### src/rtl/rhc_pkg.sv
// shared types and constants for the colour converter
package rhc_pkg;

   localparam int unsigned CompWidth    = 16;
   localparam int unsigned HueWidth     = 15;
   localparam int unsigned FractionBits = 15;
   localparam logic [HueWidth-1:0] HueSector = 15'd3840;
   localparam logic [HueWidth-1:0] HueFull   = 15'd23040;

   typedef enum logic {
      MODE_RGB = 1'b0,
      MODE_HSV = 1'b1
   } mode_type;

   typedef struct packed {
      mode_type              mode;
      logic [CompWidth-1:0]  red;
      logic [CompWidth-1:0]  green;
      logic [CompWidth-1:0]  blue;
      logic [HueWidth-1:0]   hue;
      logic [CompWidth-1:0]  saturation;
      logic [CompWidth-1:0]  brightness;
   } request_type;

   typedef struct packed {
      logic [CompWidth-1:0]  red;
      logic [CompWidth-1:0]  green;
      logic [CompWidth-1:0]  blue;
      logic [HueWidth-1:0]   hue;
      logic [CompWidth-1:0]  saturation;
      logic [CompWidth-1:0]  brightness;
   } colour_type;

   typedef enum logic [2:0] {
      ST_IDLE,
      ST_SAT_DIV,
      ST_HUE_DIV,
      ST_HSV_MUL,
      ST_DONE
   } state_type;

endpackage

### src/rtl/rgb_hsv_converter_unit.sv
// top level of the rgb/hsv colour converter
// Keeps one colour in both RGB and HSV form. A request in mode 0 loads RGB and
// derives HSV, mode 1 loads HSV and derives RGB; each request returns all six
// kept values. Requests pass a two-entry queue into a sequencer built around
// one shared restoring divider: an RGB request runs two divisions (one when
// all channels are equal) before its result is on the ports, an HSV request
// a reciprocal multiply for the hue fraction and five multiplies. One
// request is worked at a time; the next is taken the cycle after a pop.
module rgb_hsv_converter_unit
   import rhc_pkg::*;
(
   input  logic                 clock,
   input  logic                 reset,
   input  logic                 push,
   output logic                 full,
   input  logic                 req_mode,
   input  logic [CompWidth-1:0] req_red,
   input  logic [CompWidth-1:0] req_green,
   input  logic [CompWidth-1:0] req_blue,
   input  logic [HueWidth-1:0]  req_hue,
   input  logic [CompWidth-1:0] req_saturation,
   input  logic [CompWidth-1:0] req_brightness,
   output logic                 empty,
   input  logic                 pop,
   output logic [CompWidth-1:0] rsp_out_red,
   output logic [CompWidth-1:0] rsp_out_green,
   output logic [CompWidth-1:0] rsp_out_blue,
   output logic [HueWidth-1:0]  rsp_out_hue,
   output logic [CompWidth-1:0] rsp_out_saturation,
   output logic [CompWidth-1:0] rsp_out_brightness
);

   request_type req, q_req;
   colour_type  res;
   logic q_valid, q_take, res_valid;

   always_comb begin
      req.mode = mode_type'(req_mode);
      req.red = req_red;
      req.green = req_green;
      req.blue = req_blue;
      req.hue = req_hue;
      req.saturation = req_saturation;
      req.brightness = req_brightness;
   end

   rhc_front u_front (
      .clock(clock), .reset(reset), .push(push), .full(full), .req(req),
      .q_valid(q_valid), .q_take(q_take), .q_req(q_req)
   );

   rhc_back u_back (
      .clock(clock), .reset(reset), .q_valid(q_valid), .q_take(q_take),
      .q_req(q_req), .res_valid(res_valid), .res_taken(pop), .res(res)
   );

   assign empty = !res_valid;
   assign rsp_out_red = res.red;
   assign rsp_out_green = res.green;
   assign rsp_out_blue = res.blue;
   assign rsp_out_hue = res.hue;
   assign rsp_out_saturation = res.saturation;
   assign rsp_out_brightness = res.brightness;

   a_hue_range: assert property (@(posedge clock) disable iff (reset)
      !empty |-> rsp_out_hue < HueFull) else $error("hue out of range");
   a_result_held: assert property (@(posedge clock) disable iff (reset)
      (!empty && !pop) |=> !empty && $stable(rsp_out_hue)) else $error("result dropped");
   a_sat_limit: assert property (@(posedge clock) disable iff (reset)
      !empty |-> {1'b0, rsp_out_saturation} <= ((CompWidth+1)'(1) << FractionBits))
      else $error("saturation above one");

endmodule

### src/rtl/rhc_front.sv
// front end: accepts requests, clamps components and wraps hue into a short queue
module rhc_front
   import rhc_pkg::*;
(
   input  logic        clock,
   input  logic        reset,
   input  logic        push,
   output logic        full,
   input  request_type req,
   output logic        q_valid,
   input  logic        q_take,
   output request_type q_req
);

   localparam logic [CompWidth:0] One = (CompWidth+1)'(1) << FractionBits;

   request_type slot_ff [2];
   request_type clean;
   logic [1:0] count_ff, count_in;
   logic       wr_ptr_ff, wr_ptr_in, rd_ptr_ff, rd_ptr_in;
   logic       do_push, do_pop;

   function automatic logic [CompWidth-1:0] clamp(input logic [CompWidth-1:0] x);
      if ({1'b0, x} > One) begin
         return One[CompWidth-1:0];
      end
      return x;
   endfunction

   always_comb begin
      clean = req;
      clean.red = clamp(req.red);
      clean.green = clamp(req.green);
      clean.blue = clamp(req.blue);
      clean.saturation = clamp(req.saturation);
      clean.brightness = clamp(req.brightness);
      if (req.hue >= HueFull) begin
         clean.hue = req.hue - HueFull;
      end
   end

   assign full = (count_ff == 2'd2);
   assign q_valid = (count_ff != 2'd0);
   assign q_req = slot_ff[rd_ptr_ff];
   assign do_push = push && !full;
   assign do_pop = q_take && q_valid;

   always_comb begin
      count_in = count_ff;
      wr_ptr_in = wr_ptr_ff;
      rd_ptr_in = rd_ptr_ff;
      if (do_push) begin
         wr_ptr_in = !wr_ptr_ff;
      end
      if (do_pop) begin
         rd_ptr_in = !rd_ptr_ff;
      end
      if (do_push && !do_pop) begin
         count_in = count_ff + 2'd1;
      end else if (do_pop && !do_push) begin
         count_in = count_ff - 2'd1;
      end
   end

   always_ff @(posedge clock) begin
      if (reset) begin
         count_ff <= '0;
         wr_ptr_ff <= 1'b0;
         rd_ptr_ff <= 1'b0;
      end else begin
         count_ff <= count_in;
         wr_ptr_ff <= wr_ptr_in;
         rd_ptr_ff <= rd_ptr_in;
      end
   end

   always_ff @(posedge clock) begin
      if (do_push) begin
         slot_ff[wr_ptr_ff] <= clean;
      end
   end

endmodule

### src/rtl/rhc_divider.sv
// restoring divider, one quotient bit per cycle
module rhc_divider
   import rhc_pkg::*;
#(
   parameter int unsigned NUM_WIDTH = 32,
   parameter int unsigned DEN_WIDTH = 16
) (
   input  logic                 clock,
   input  logic                 reset,
   input  logic                 start,
   input  logic [NUM_WIDTH-1:0] numerator,
   input  logic [DEN_WIDTH-1:0] denominator,
   output logic                 done,
   output logic [NUM_WIDTH-1:0] quotient
);

   localparam int unsigned CntWidth = $clog2(NUM_WIDTH + 1);

   logic [NUM_WIDTH-1:0] quo_ff, quo_in;
   logic [DEN_WIDTH-1:0] den_ff, den_in;
   logic [DEN_WIDTH:0]   rem_ff, rem_in, trial;
   logic [CntWidth-1:0]  cnt_ff, cnt_in;
   logic                 busy_ff, busy_in, done_ff, done_in;

   always_comb begin
      quo_in = quo_ff;
      den_in = den_ff;
      rem_in = rem_ff;
      cnt_in = cnt_ff;
      busy_in = busy_ff;
      done_in = 1'b0;
      trial = {rem_ff[DEN_WIDTH-1:0], quo_ff[NUM_WIDTH-1]};
      if (start) begin
         quo_in = numerator;
         den_in = denominator;
         rem_in = '0;
         cnt_in = CntWidth'(NUM_WIDTH);
         busy_in = 1'b1;
      end else if (busy_ff) begin
         quo_in = {quo_ff[NUM_WIDTH-2:0], 1'b0};
         if (trial >= {1'b0, den_ff}) begin
            rem_in = trial - {1'b0, den_ff};
            quo_in[0] = 1'b1;
         end else begin
            rem_in = trial;
         end
         cnt_in = cnt_ff - 1'b1;
         if (cnt_ff == CntWidth'(1)) begin
            busy_in = 1'b0;
            done_in = 1'b1;
         end
      end
   end

   always_ff @(posedge clock) begin
      if (reset) begin
         busy_ff <= 1'b0;
         done_ff <= 1'b0;
         cnt_ff <= '0;
      end else begin
         busy_ff <= busy_in;
         done_ff <= done_in;
         cnt_ff <= cnt_in;
      end
   end

   always_ff @(posedge clock) begin
      quo_ff <= quo_in;
      den_ff <= den_in;
      rem_ff <= rem_in;
   end

   assign done = done_ff;
   assign quotient = quo_ff;

endmodule

### src/rtl/rhc_back.sv
// back end: sequencer that converts one request and keeps the colour state
module rhc_back
   import rhc_pkg::*;
(
   input  logic        clock,
   input  logic        reset,
   input  logic        q_valid,
   output logic        q_take,
   input  request_type q_req,
   output logic        res_valid,
   input  logic        res_taken,
   output colour_type  res
);

   localparam int unsigned NumWidth = 32;
   localparam int unsigned ProdWidth = 2 * CompWidth + 2;
   localparam logic [CompWidth:0] One = (CompWidth+1)'(1) << FractionBits;
   localparam int unsigned ScaledWidth = HueWidth + FractionBits;
   localparam int unsigned SectorShift = 8;
   localparam int unsigned RecipWidth = 20;
   localparam int unsigned RecipShift = 23;
   localparam int unsigned FProdWidth = ScaledWidth - SectorShift + RecipWidth;
   localparam logic [RecipWidth-1:0] RecipFifteen = 20'd559241;

   state_type state_ff, state_in;
   colour_type kept_ff, kept_in;
   request_type cur_ff;
   logic [CompWidth-1:0] mx_ff, d_ff;
   logic [1:0] which_ff;
   logic       neg_ff;
   logic [2:0] step_ff, step_in;
   logic [CompWidth:0] f_ff, fs_ff, gs_ff, p_ff, q_ff, t_ff;
   logic [2:0] sector_ff;
   logic [HueWidth-1:0] rem_ff;

   logic [CompWidth-1:0] mx_c, mn_c, d_c;
   logic [1:0] which_c;
   logic signed [CompWidth:0] diff_c;
   logic [NumWidth-1:0] div_num, div_quo;
   logic [CompWidth-1:0] div_den;
   logic div_start, div_done;
   logic [HueWidth-1:0] hue_mag, hue_fin;
   logic signed [HueWidth+1:0] hue_s;
   logic [2:0] sector_c;
   logic [HueWidth-1:0] rem_c;
   logic [ProdWidth-1:0] prod;
   logic [CompWidth:0] mul_a, mul_b;
   logic [CompWidth:0] f_c;
   logic [ScaledWidth-1:0] f_scaled;
   logic [ScaledWidth-SectorShift-1:0] f_num;
   logic [FProdWidth-1:0] f_prod;

   rhc_divider #(.NUM_WIDTH(NumWidth), .DEN_WIDTH(CompWidth)) u_div (
      .clock(clock), .reset(reset), .start(div_start), .numerator(div_num),
      .denominator(div_den), .done(div_done), .quotient(div_quo)
   );

   always_comb begin
      mx_c = q_req.red;
      mn_c = q_req.red;
      if (q_req.green > mx_c) mx_c = q_req.green;
      if (q_req.blue > mx_c) mx_c = q_req.blue;
      if (q_req.green < mn_c) mn_c = q_req.green;
      if (q_req.blue < mn_c) mn_c = q_req.blue;
      d_c = mx_c - mn_c;
      if (mx_c == q_req.red) which_c = 2'd0;
      else if (mx_c == q_req.green) which_c = 2'd1;
      else which_c = 2'd2;
   end

   // hsv sector split, small range so a compare chain is enough
   always_comb begin
      sector_c = 3'd0;
      rem_c = q_req.hue;
      for (int i = 0; i < 5; i++) begin
         if (rem_c >= HueSector) begin
            rem_c = rem_c - HueSector;
            sector_c = sector_c + 3'd1;
         end
      end
   end

   // hue fraction: sector is 15 << 8, so shift then multiply by the reciprocal of 15
   always_comb begin
      f_scaled = {rem_ff, FractionBits'(0)};
      f_num = f_scaled[ScaledWidth-1:SectorShift];
      f_prod = FProdWidth'(f_num) * FProdWidth'(RecipFifteen);
      f_c = f_prod[RecipShift +: CompWidth+1];
   end

   always_comb begin
      case (which_ff)
         2'd0: diff_c = $signed({1'b0, cur_ff.green}) - $signed({1'b0, cur_ff.blue});
         2'd1: diff_c = $signed({1'b0, cur_ff.blue}) - $signed({1'b0, cur_ff.red});
         default: diff_c = $signed({1'b0, cur_ff.red}) - $signed({1'b0, cur_ff.green});
      endcase
   end

   always_comb begin
      q_take = (state_ff == ST_IDLE) && q_valid;
      div_start = 1'b0;
      div_num = '0;
      div_den = '1;
      if (q_take && q_req.mode == MODE_RGB) begin
         div_start = 1'b1;
         div_num = NumWidth'({d_c, FractionBits'(0)});
         div_den = (mx_c == '0) ? CompWidth'(1) : mx_c;
      end else if (state_ff == ST_SAT_DIV && div_done) begin
         div_start = 1'b1;
         div_num = NumWidth'(diff_c[CompWidth] ? -diff_c : diff_c) * NumWidth'(HueSector);
         div_den = (d_ff == '0) ? CompWidth'(1) : d_ff;
      end
   end

   always_comb begin
      hue_mag = div_quo[HueWidth-1:0];
      case (which_ff)
         2'd0: hue_s = 17'sd0;
         2'd1: hue_s = 17'sd7680;
         default: hue_s = 17'sd15360;
      endcase
      hue_s = neg_ff ? hue_s - $signed({2'b0, hue_mag}) : hue_s + $signed({2'b0, hue_mag});
      if (hue_s < 0) hue_s = hue_s + $signed({2'b0, HueFull});
      hue_fin = hue_s[HueWidth-1:0];
   end

   always_comb begin
      case (step_ff)
         3'd0: begin mul_a = f_ff; mul_b = {1'b0, cur_ff.saturation}; end
         3'd1: begin mul_a = One - f_ff; mul_b = {1'b0, cur_ff.saturation}; end
         3'd2: begin mul_a = {1'b0, cur_ff.brightness}; mul_b = One - cur_ff.saturation; end
         3'd3: begin mul_a = {1'b0, cur_ff.brightness}; mul_b = One - fs_ff; end
         default: begin mul_a = {1'b0, cur_ff.brightness}; mul_b = One - gs_ff; end
      endcase
      prod = ProdWidth'(mul_a) * ProdWidth'(mul_b);
   end

   always_comb begin
      state_in = state_ff;
      case (state_ff)
         ST_IDLE: if (q_take) state_in = (q_req.mode == MODE_RGB) ? ST_SAT_DIV : ST_HSV_MUL;
         ST_SAT_DIV: if (div_done) state_in = (d_ff == '0) ? ST_DONE : ST_HUE_DIV;
         ST_HUE_DIV: if (div_done) state_in = ST_DONE;
         ST_HSV_MUL: if (step_ff == 3'd5) state_in = ST_DONE;
         ST_DONE: if (res_taken) state_in = ST_IDLE;
         default: state_in = ST_IDLE;
      endcase
   end

   always_comb begin
      kept_in = kept_ff;
      step_in = step_ff;
      if (q_take && q_req.mode == MODE_RGB) begin
         kept_in.red = q_req.red;
         kept_in.green = q_req.green;
         kept_in.blue = q_req.blue;
         kept_in.brightness = mx_c;
      end else if (q_take) begin
         kept_in.hue = q_req.hue;
         kept_in.saturation = q_req.saturation;
         kept_in.brightness = q_req.brightness;
         step_in = 3'd7;
      end
      if (state_ff == ST_SAT_DIV && div_done && mx_ff != '0) begin
         kept_in.saturation = div_quo[CompWidth-1:0];
      end
      if (state_ff == ST_HUE_DIV && div_done) begin
         kept_in.hue = hue_fin;
      end
      if (state_ff == ST_HSV_MUL) begin
         // step 7 loads the hue fraction and wraps round to step 0
         step_in = step_ff + 3'd1;
         if (step_ff == 3'd5) begin
            case (sector_ff)
               3'd0: begin kept_in.red = cur_ff.brightness; kept_in.green = t_ff[CompWidth-1:0]; kept_in.blue = p_ff[CompWidth-1:0]; end
               3'd1: begin kept_in.red = q_ff[CompWidth-1:0]; kept_in.green = cur_ff.brightness; kept_in.blue = p_ff[CompWidth-1:0]; end
               3'd2: begin kept_in.red = p_ff[CompWidth-1:0]; kept_in.green = cur_ff.brightness; kept_in.blue = t_ff[CompWidth-1:0]; end
               3'd3: begin kept_in.red = p_ff[CompWidth-1:0]; kept_in.green = q_ff[CompWidth-1:0]; kept_in.blue = cur_ff.brightness; end
               3'd4: begin kept_in.red = t_ff[CompWidth-1:0]; kept_in.green = p_ff[CompWidth-1:0]; kept_in.blue = cur_ff.brightness; end
               default: begin kept_in.red = cur_ff.brightness; kept_in.green = p_ff[CompWidth-1:0]; kept_in.blue = q_ff[CompWidth-1:0]; end
            endcase
         end
      end
   end

   always_ff @(posedge clock) begin
      if (reset) begin
         state_ff <= ST_IDLE;
         kept_ff <= '0;
         step_ff <= 3'd7;
      end else begin
         state_ff <= state_in;
         kept_ff <= kept_in;
         step_ff <= step_in;
      end
   end

   always_ff @(posedge clock) begin
      if (q_take) begin
         cur_ff <= q_req;
         mx_ff <= mx_c;
         d_ff <= d_c;
         which_ff <= which_c;
         sector_ff <= sector_c;
         rem_ff <= rem_c;
      end
      if (state_ff == ST_SAT_DIV) begin
         neg_ff <= diff_c[CompWidth];
      end
      if (state_ff == ST_HSV_MUL) begin
         if (step_ff == 3'd7) f_ff <= f_c;
         case (step_ff)
            3'd0: fs_ff <= prod[FractionBits +: CompWidth+1];
            3'd1: gs_ff <= prod[FractionBits +: CompWidth+1];
            3'd2: p_ff <= prod[FractionBits +: CompWidth+1];
            3'd3: q_ff <= prod[FractionBits +: CompWidth+1];
            3'd4: t_ff <= prod[FractionBits +: CompWidth+1];
            default: ;
         endcase
      end
   end

   assign res_valid = (state_ff == ST_DONE);
   assign res = kept_ff;

endmodule
### config.mk
export PLATFORM = sky130hd
export DESIGN_NAME = rgb_hsv_converter_unit
export DESIGN_NICKNAME = d
export VERILOG_FILES = /design/src/rtl/rhc_pkg.sv /design/src/rtl/rgb_hsv_converter_unit.sv /design/src/rtl/rhc_front.sv /design/src/rtl/rhc_divider.sv /design/src/rtl/rhc_back.sv
export SDC_FILE = /design/constraint.sdc
export NUM_CORES = 2
export LEC_CHECK = 0
export BUFFER_PORTS_ARGS = -buffer_cell sky130_fd_sc_hd__buf_2
export CORE_MARGIN = 3
export CORE_UTILIZATION = 30
export CTS_CLUSTER_SIZE = 20
export DETAILED_ROUTE_END_ITERATION = 8
export HOLD_SLACK_MARGIN = 0.06
export SYNTH_ARGS = -nofsm -noshare
export SYNTH_HDL_FRONTEND = slang
export SYNTH_SLANG_ARGS = --single-unit
### constraint.sdc
create_clock -name clock -period 12.3 [get_ports clock]
set_input_delay 0.615 -clock clock [delete_from_list [all_inputs] [get_ports clock]]
set_output_delay 0.615 -clock clock [all_outputs]
set_load 0.005 [all_outputs]
# Word-level counts from Yosys, hierarchy flattened
# Memory sizes are Yosys's and may differ from the RTL's. A register that Yosys moved wholly into a read port is not among the register bits.
# Cells that the tools add are included.
# word_totals
register_bits,409
ramBits,192
in_bits,100
output_inout_bits,97
elab_cells,236
mem_count,1
# op_classes
add_sub_neg,27
mul,3
magnitude_cmp,17
eq_ne,27
mux,82
bitwise_logic,2
reduce_logical,42
# mem_list
name,words,word_bits,rd,rd_ports_with_merged_regs,write_ports,line_no,text
u_front.slot_ff,2,96,1,1,1,rhc_front.sv:17,request_type slot_ff [2];
# ops
op,count
$mux 16,21
$pmux 48 s5,1
$mux 32,5
$mux 48,3
$mux 15,8
$gt 16x16->1 const B,5
$ge 15x12->1 const B,5
$sub 15x12->15 const B,5
$pmux 17 s2,2
$pmux 17 s3,1
$sub 16x16->17,3
$sub 16x17->17 const A,3
$mux 47,1
$mux 3,13
$mul 15x20->33 const B,1
$eq 16x16->1,2
$gt 16x16->1,2
$logic_not 16->1,2
$lt 16x16->1,2
$mul 17x17->32,1
$mul 32x4->24 const B,1
$neg 17->32,1
$sub 16x16->16,2
$mux 31,1
38 further kinds,109

# Logic depth before layout (Yosys ltp)
# depth
depth_word,10
mapped_depth,53
depth_no_buf,44

# Hierarchy
# From an unflattened synthesis, not the netlist that was laid out.
# hier_totals
hier_cells,4583
hier_area_um2,46748.6
# modules_own_cells
module,n_inst,cells_each,area_per_inst_um2,seq_area_each_um2
rhc_back,1,3790,35004.8,8988.6
rhc_front,1,463,8022.7,5865.6
rhc_divider,1,329,3717.3,1921.8
rgb_hsv_converter_unit,1,1,3.8,0.0

# Least setup slack after synthesis
# Ideal clock, no wire load.
# synth_path
kind,register to register
start,register with a tool-made name
end,register u_back.u_div.quo_ff[30] (netlist: u_back.u_div.quotient[30]) (data pin)
setup_time_ns,0.261
arrival_time_ns,9.879
path_slack_ns,2.160
path_stages_with_launch,50
n_path_buf,9
period_less_slack_ns,10.140
cell_sequence,dfxtp_1 -> buf_6 -> buf_2 -> buf_1 -> clkbuf_1 -> buf_1 -> mux2i_1 -> inv_1 -> ha_1 -> nor2b_1 -> o21a_1 -> o21a_1 -> o21a_1 -> o21a_1 -> o21bai_1 -> a32oi_1 -> o31ai_1 -> clkbuf_1 -> [14 not listed] -> clkbuf_1 -> clkbuf_1 -> mux2i_1 -> ha_1 -> o21ai_0 -> a21boi_0 -> o21ai_0 -> a21boi_0 -> o21ai_0 -> nand2b_1 -> a21o_1 -> a21o_1 -> a21o_1 -> a21oi_1 -> o21ai_0 -> a31oi_1 -> xnor2_1 -> a221o_1
# synth_lines
element,line_no,text
"end signal, assigned",rhc_divider.sv:68,quo_ff <= quo_in;
"end, declared",rhc_divider.sv:19,"logic [NUM_WIDTH-1:0] quo_ff, quo_in;"

# Final worst setup path
# layout_path
start,register u_back.step_ff[2]
end,register u_back.q_ff[13] (data pin)
# layout_via
elab_chain_len,4
word_cells_on_any_way,8
cone_classes,1 x mul; 3 x eq/ne; 2 x mux; 2 x reduce/logical
# layout_lines
element,line_no,text
"start, declared",rhc_back.sv:31,"logic [2:0] step_ff, step_in;"
"start signal, assigned",rhc_back.sv:194,step_ff <= step_in;
$eq 3x1->1 / $logic_not 3->1 (equally long branches),rhc_back.sv:128,case (step_ff)
$reduce_or 2->1 (no source line),-,
$pmux 17 s3,rhc_back.sv:128,
$mul 17x17->32 (*),rhc_back.sv:135,prod = ProdWidth'(mul_a) * ProdWidth'(mul_b);
via u_back.prod[28],rhc_back.sv:46,logic [ProdWidth-1:0] prod;
"end signal, assigned",rhc_back.sv:216,3'd3: q_ff <= prod[FractionBits +: CompWidth+1];
"end, declared",rhc_back.sv:32,"logic [CompWidth:0] f_ff, fs_ff, gs_ff, p_ff, q_ff, t_ff;"
# Mark *: on every way through the listed nets, which the timed path passes. The rest lies on a longest branch.
# A chain may end at the register's enable or synchronous reset.

==> impl_metrics.toml <==
[outcome]
status = "complete, no violations"

[floorplan]
num_io_pins = 197
dieArea_mm2 = 0.161
die_w_um = 401
start_util_pct = 30.3
fp.coreArea_mm2 = 0.155
die_h_um = 401
fp-row-count = 144

[flow_run]
drv_cap = 0

[global_routing]
gr-total-overflow = 0
antenna_found_initial = 11
grt_pass1_vias = 35918
grt.total_usage_pct = 17.9
grt_max_degree = 97
grt_pass1_wl_um = 221000

[setup_path]
crit_slowest_cell = "a21oi_1"
critPathLaunchType = "flop"
required_ns = 12.66
slowest_delay_ns = 0.90
r2r_start = "u_back.step_ff[2]$_SDFFE_PP1P_"
rrSetupSlack_ns = 1.44
rr_worst_depth = 34
end_kind = "flop"
path_common_cell = "fa_1"
worstSetupPathType = "reg -> reg"
r2r_end = "u_back.q_ff[13]$_DFFE_PP_"
cp.arrival_ns = 11.22
cp_max_fo = 18

[timing]
setup_viol = 0
fmax_ghz = 0.0920
finalSetupTns_ns = 0
fin_crit_sh_pct = 88.3
min_period_ns = 10.86
report.final.slew_viol_count = 0
rsz0062_at_grt = "false"
finalHoldViolCount = 0
worstMarginPinSlew_ns = 1.30
relSlewSlack_pct = 11.1
fin_skew_ns = 0.0771

[final_layout]
areaGrowthSynthToFinish_pct = 13.0
fillers = 15766
finalNetCount = 5686
drive_gt1_share_pct = 11.4

[logic_synthesis]
synthFlopType = "edfxtp_1"
synth_edf_count = 472
syn_inst = 4736
synth.most_common_cell = "inv_1"
ys_seq_area_share_pct = 35.8
yosysUniqueCellTypes = 98
synth_area_leaders = "edfxtp_1 30%, fa_1 12%, ha_1 9.9%"
synth_top_cell_by_area = "edfxtp_1"
ys_ff_latch = 602
synth.top_cell.area_share_pct = 30.3
mappedNetlistArea_mm2 = 0.0468
ys_warn_count = 0
async_reset_ff_share_pct = 0
syn_area_per_cell_um2 = 9.89
synthTopCellsByCount = "569 x inv_1, 472 x edfxtp_1, 420 x nor2_1"

[route]
drt-pass1-iter-count = 6
wl_per_cell_um = 20.9
first_iter_violations = 3206
drc = 0
ant_nets = 0
vias = 36190
routed_wl_um = 147000
vias_per_cell = 5.15

[clock_network]
clk_latency_ns = 0.71
cts_root_buf = "clkbuf_16"
post_cts.repair.setup_buffers = 0
cts_buffer_depth = 3
hold_buffers = 0
clk_pin_slew_ns = 0.06
cts.sinks = 602
cts_tree = "done"
numCtsBuffers = 71
post_cts_resized = 0
h-tree-depth = 3

[placed_design]
dp_hpwl_um = 115000
port_buffers = 196
gp_congestion = 0.962

[worst_hold_path]
hp-class = "in -> reg"
min_to = "u_front.slot_ff[0][36]$_DFFE_PP_"
min-delay-start = "req_hue[4]"
min_path_cells = 1
-- sequential cells by signal, indices dropped and copies added (netlist names), 2 cells and up, named ones only --
register               flops
u_back.fs_ff              17
u_back.d_ff               16
u_back.sector_ff           3
u_back.which_ff            2
u_back.mx_ff              16
u_back.gs_ff              17
u_back.q_ff               16
u_back.res                95
u_back.u_div.quotient     32
u_back.t_ff               16
u_back.u_div.rem_ff       16
u_back.step_ff             3
u_back.rem_ff             15
u_front.slot_ff          192
u_front.count_ff           2
u_back.p_ff               16
u_back.cur_ff             80
u_back.u_div.den_ff       16
u_back.state_ff            3
u_back.u_div.cnt_ff        6
u_back.f_ff               17
-- metal layers --
layer  GRT usage [%]  up-vias  part of all wire, %
met5               0        -                0.028
met4            6.66        6                  3.8
met3            3.84      287                  8.8
met2            28.3     1467                   45
met1            24.0    17683                   43
li1                -    16747                    -
-- cell type report --
class / count / area (um2) / area share, %
diodes: 5 / 12.5 / 0.0237
multi-input cells: 3387 / 27300 / 51.5
repair buffers: 291 / 1700 / 3.21
clock buffers: 90 / 1950 / 3.69
clock inverters: 41 / 489 / 0.925
flip-flops and latches: 602 / 16800 / 31.7
well taps: 2044 / 2560 / 4.84
inverters: 571 / 2150 / 4.07
-- how the worst max path moves through the flow --
stage,to,from,slack [ns]
global placement,u_back.p_ff[13]$_DFFE_PP_,u_back.f_ff[2]$_DFFE_PP_,2.03
finish,u_back.q_ff[13]$_DFFE_PP_,u_back.step_ff[2]$_SDFFE_PP1P_,1.44
CTS,u_back.p_ff[13]$_DFFE_PP_,u_back.step_ff[2]$_SDFFE_PP1P_,1.66
detailed placement,u_back.q_ff[13]$_DFFE_PP_,u_back.step_ff[2]$_SDFFE_PP1P_,1.70
floorplan,u_back.u_div.quotient[30]$_DFFE_PP_,flop,2.16
global route,u_back.q_ff[13]$_DFFE_PP_,u_back.step_ff[1]$_SDFFE_PP1P_,0.71
-- layout by cell type, fill, tap and decap left out, types with 22 or more instances in the layout --
master     count
a2111oi_0     24
a211oi_1      24
a21o_1        48
a21oi_1      227
a221oi_1      33
a22oi_1       68
and2_1        38
and3_1        30
buf_2        195
buf_4         96
clkbuf_16     72
dfxtp_1      129
edfxtp_1     472
fa_1         291
ha_1         371
inv_1        568
mux2_2        99
mux2i_1      144
nand2_1      415
nand2b_1      30
nand3_1       39
nand4_1       28
nor2_1       415
nor2b_1      116
nor3_1        65
nor4_1        41
o21a_1        37
o21ai_0      235
o21ai_1       22
o22ai_1       37
or3_1         26
xnor2_1      163
xor2_1        70
-- logic make-up (layout without fill, tap and decap cells) --
kind of cell,count (synthesis),count (layout),share of synthesized area (%)
AO/OA/AOI/OAI,917,917,12.5
XOR/XNOR,235,235,4.44
adder cells (fa/ha/maj),662,662,22.4
buffers and inverters,762,993,6.22
flip-flops,602,602,35.8
multiplexers,246,246,5.55
other,2,22,0.0160
AND/OR/NAND/NOR,1310,1310,13.1
-- worst max-delay path: cells and delay by family (launching register included) --
family / cells / cell delay, ns
and+or+nand+nor: 9 / 1.52
DFF: 1 / 0.65
adders and majority gates: 9 / 4.07
AOI/OAI and AO/OA: 10 / 3.79
buffers and inverters: 5 / 0.36
xor gates and xnor gates: 1 / 0.17
-- per-stage QoR --
| step | hold slack (ns) | setup slack (ns) | cells | util, % | cell area [um2] |
|---|---|---|---|---|---|
| floorplan | 0.446 | 2.16 | 4751 | - | 46900 |
| global placement | 0.440 | 2.03 | 6895 | 32.6 | 50400 |
| detailed placement | 0.447 | 1.70 | 6895 | 32.6 | 50400 |
| CTS | 0.159 | 1.66 | 7026 | 34.2 | 52900 |
| global route | 0.184 | 0.706 | 7026 | 34.2 | 52900 |
| finish | 0.191 | 1.44 | 7031 | 34.2 | 52900 |
Power is left out: the tool's default activity adds up to more than one toggle a clock period on the data nets, which glitch-free logic cannot reach.
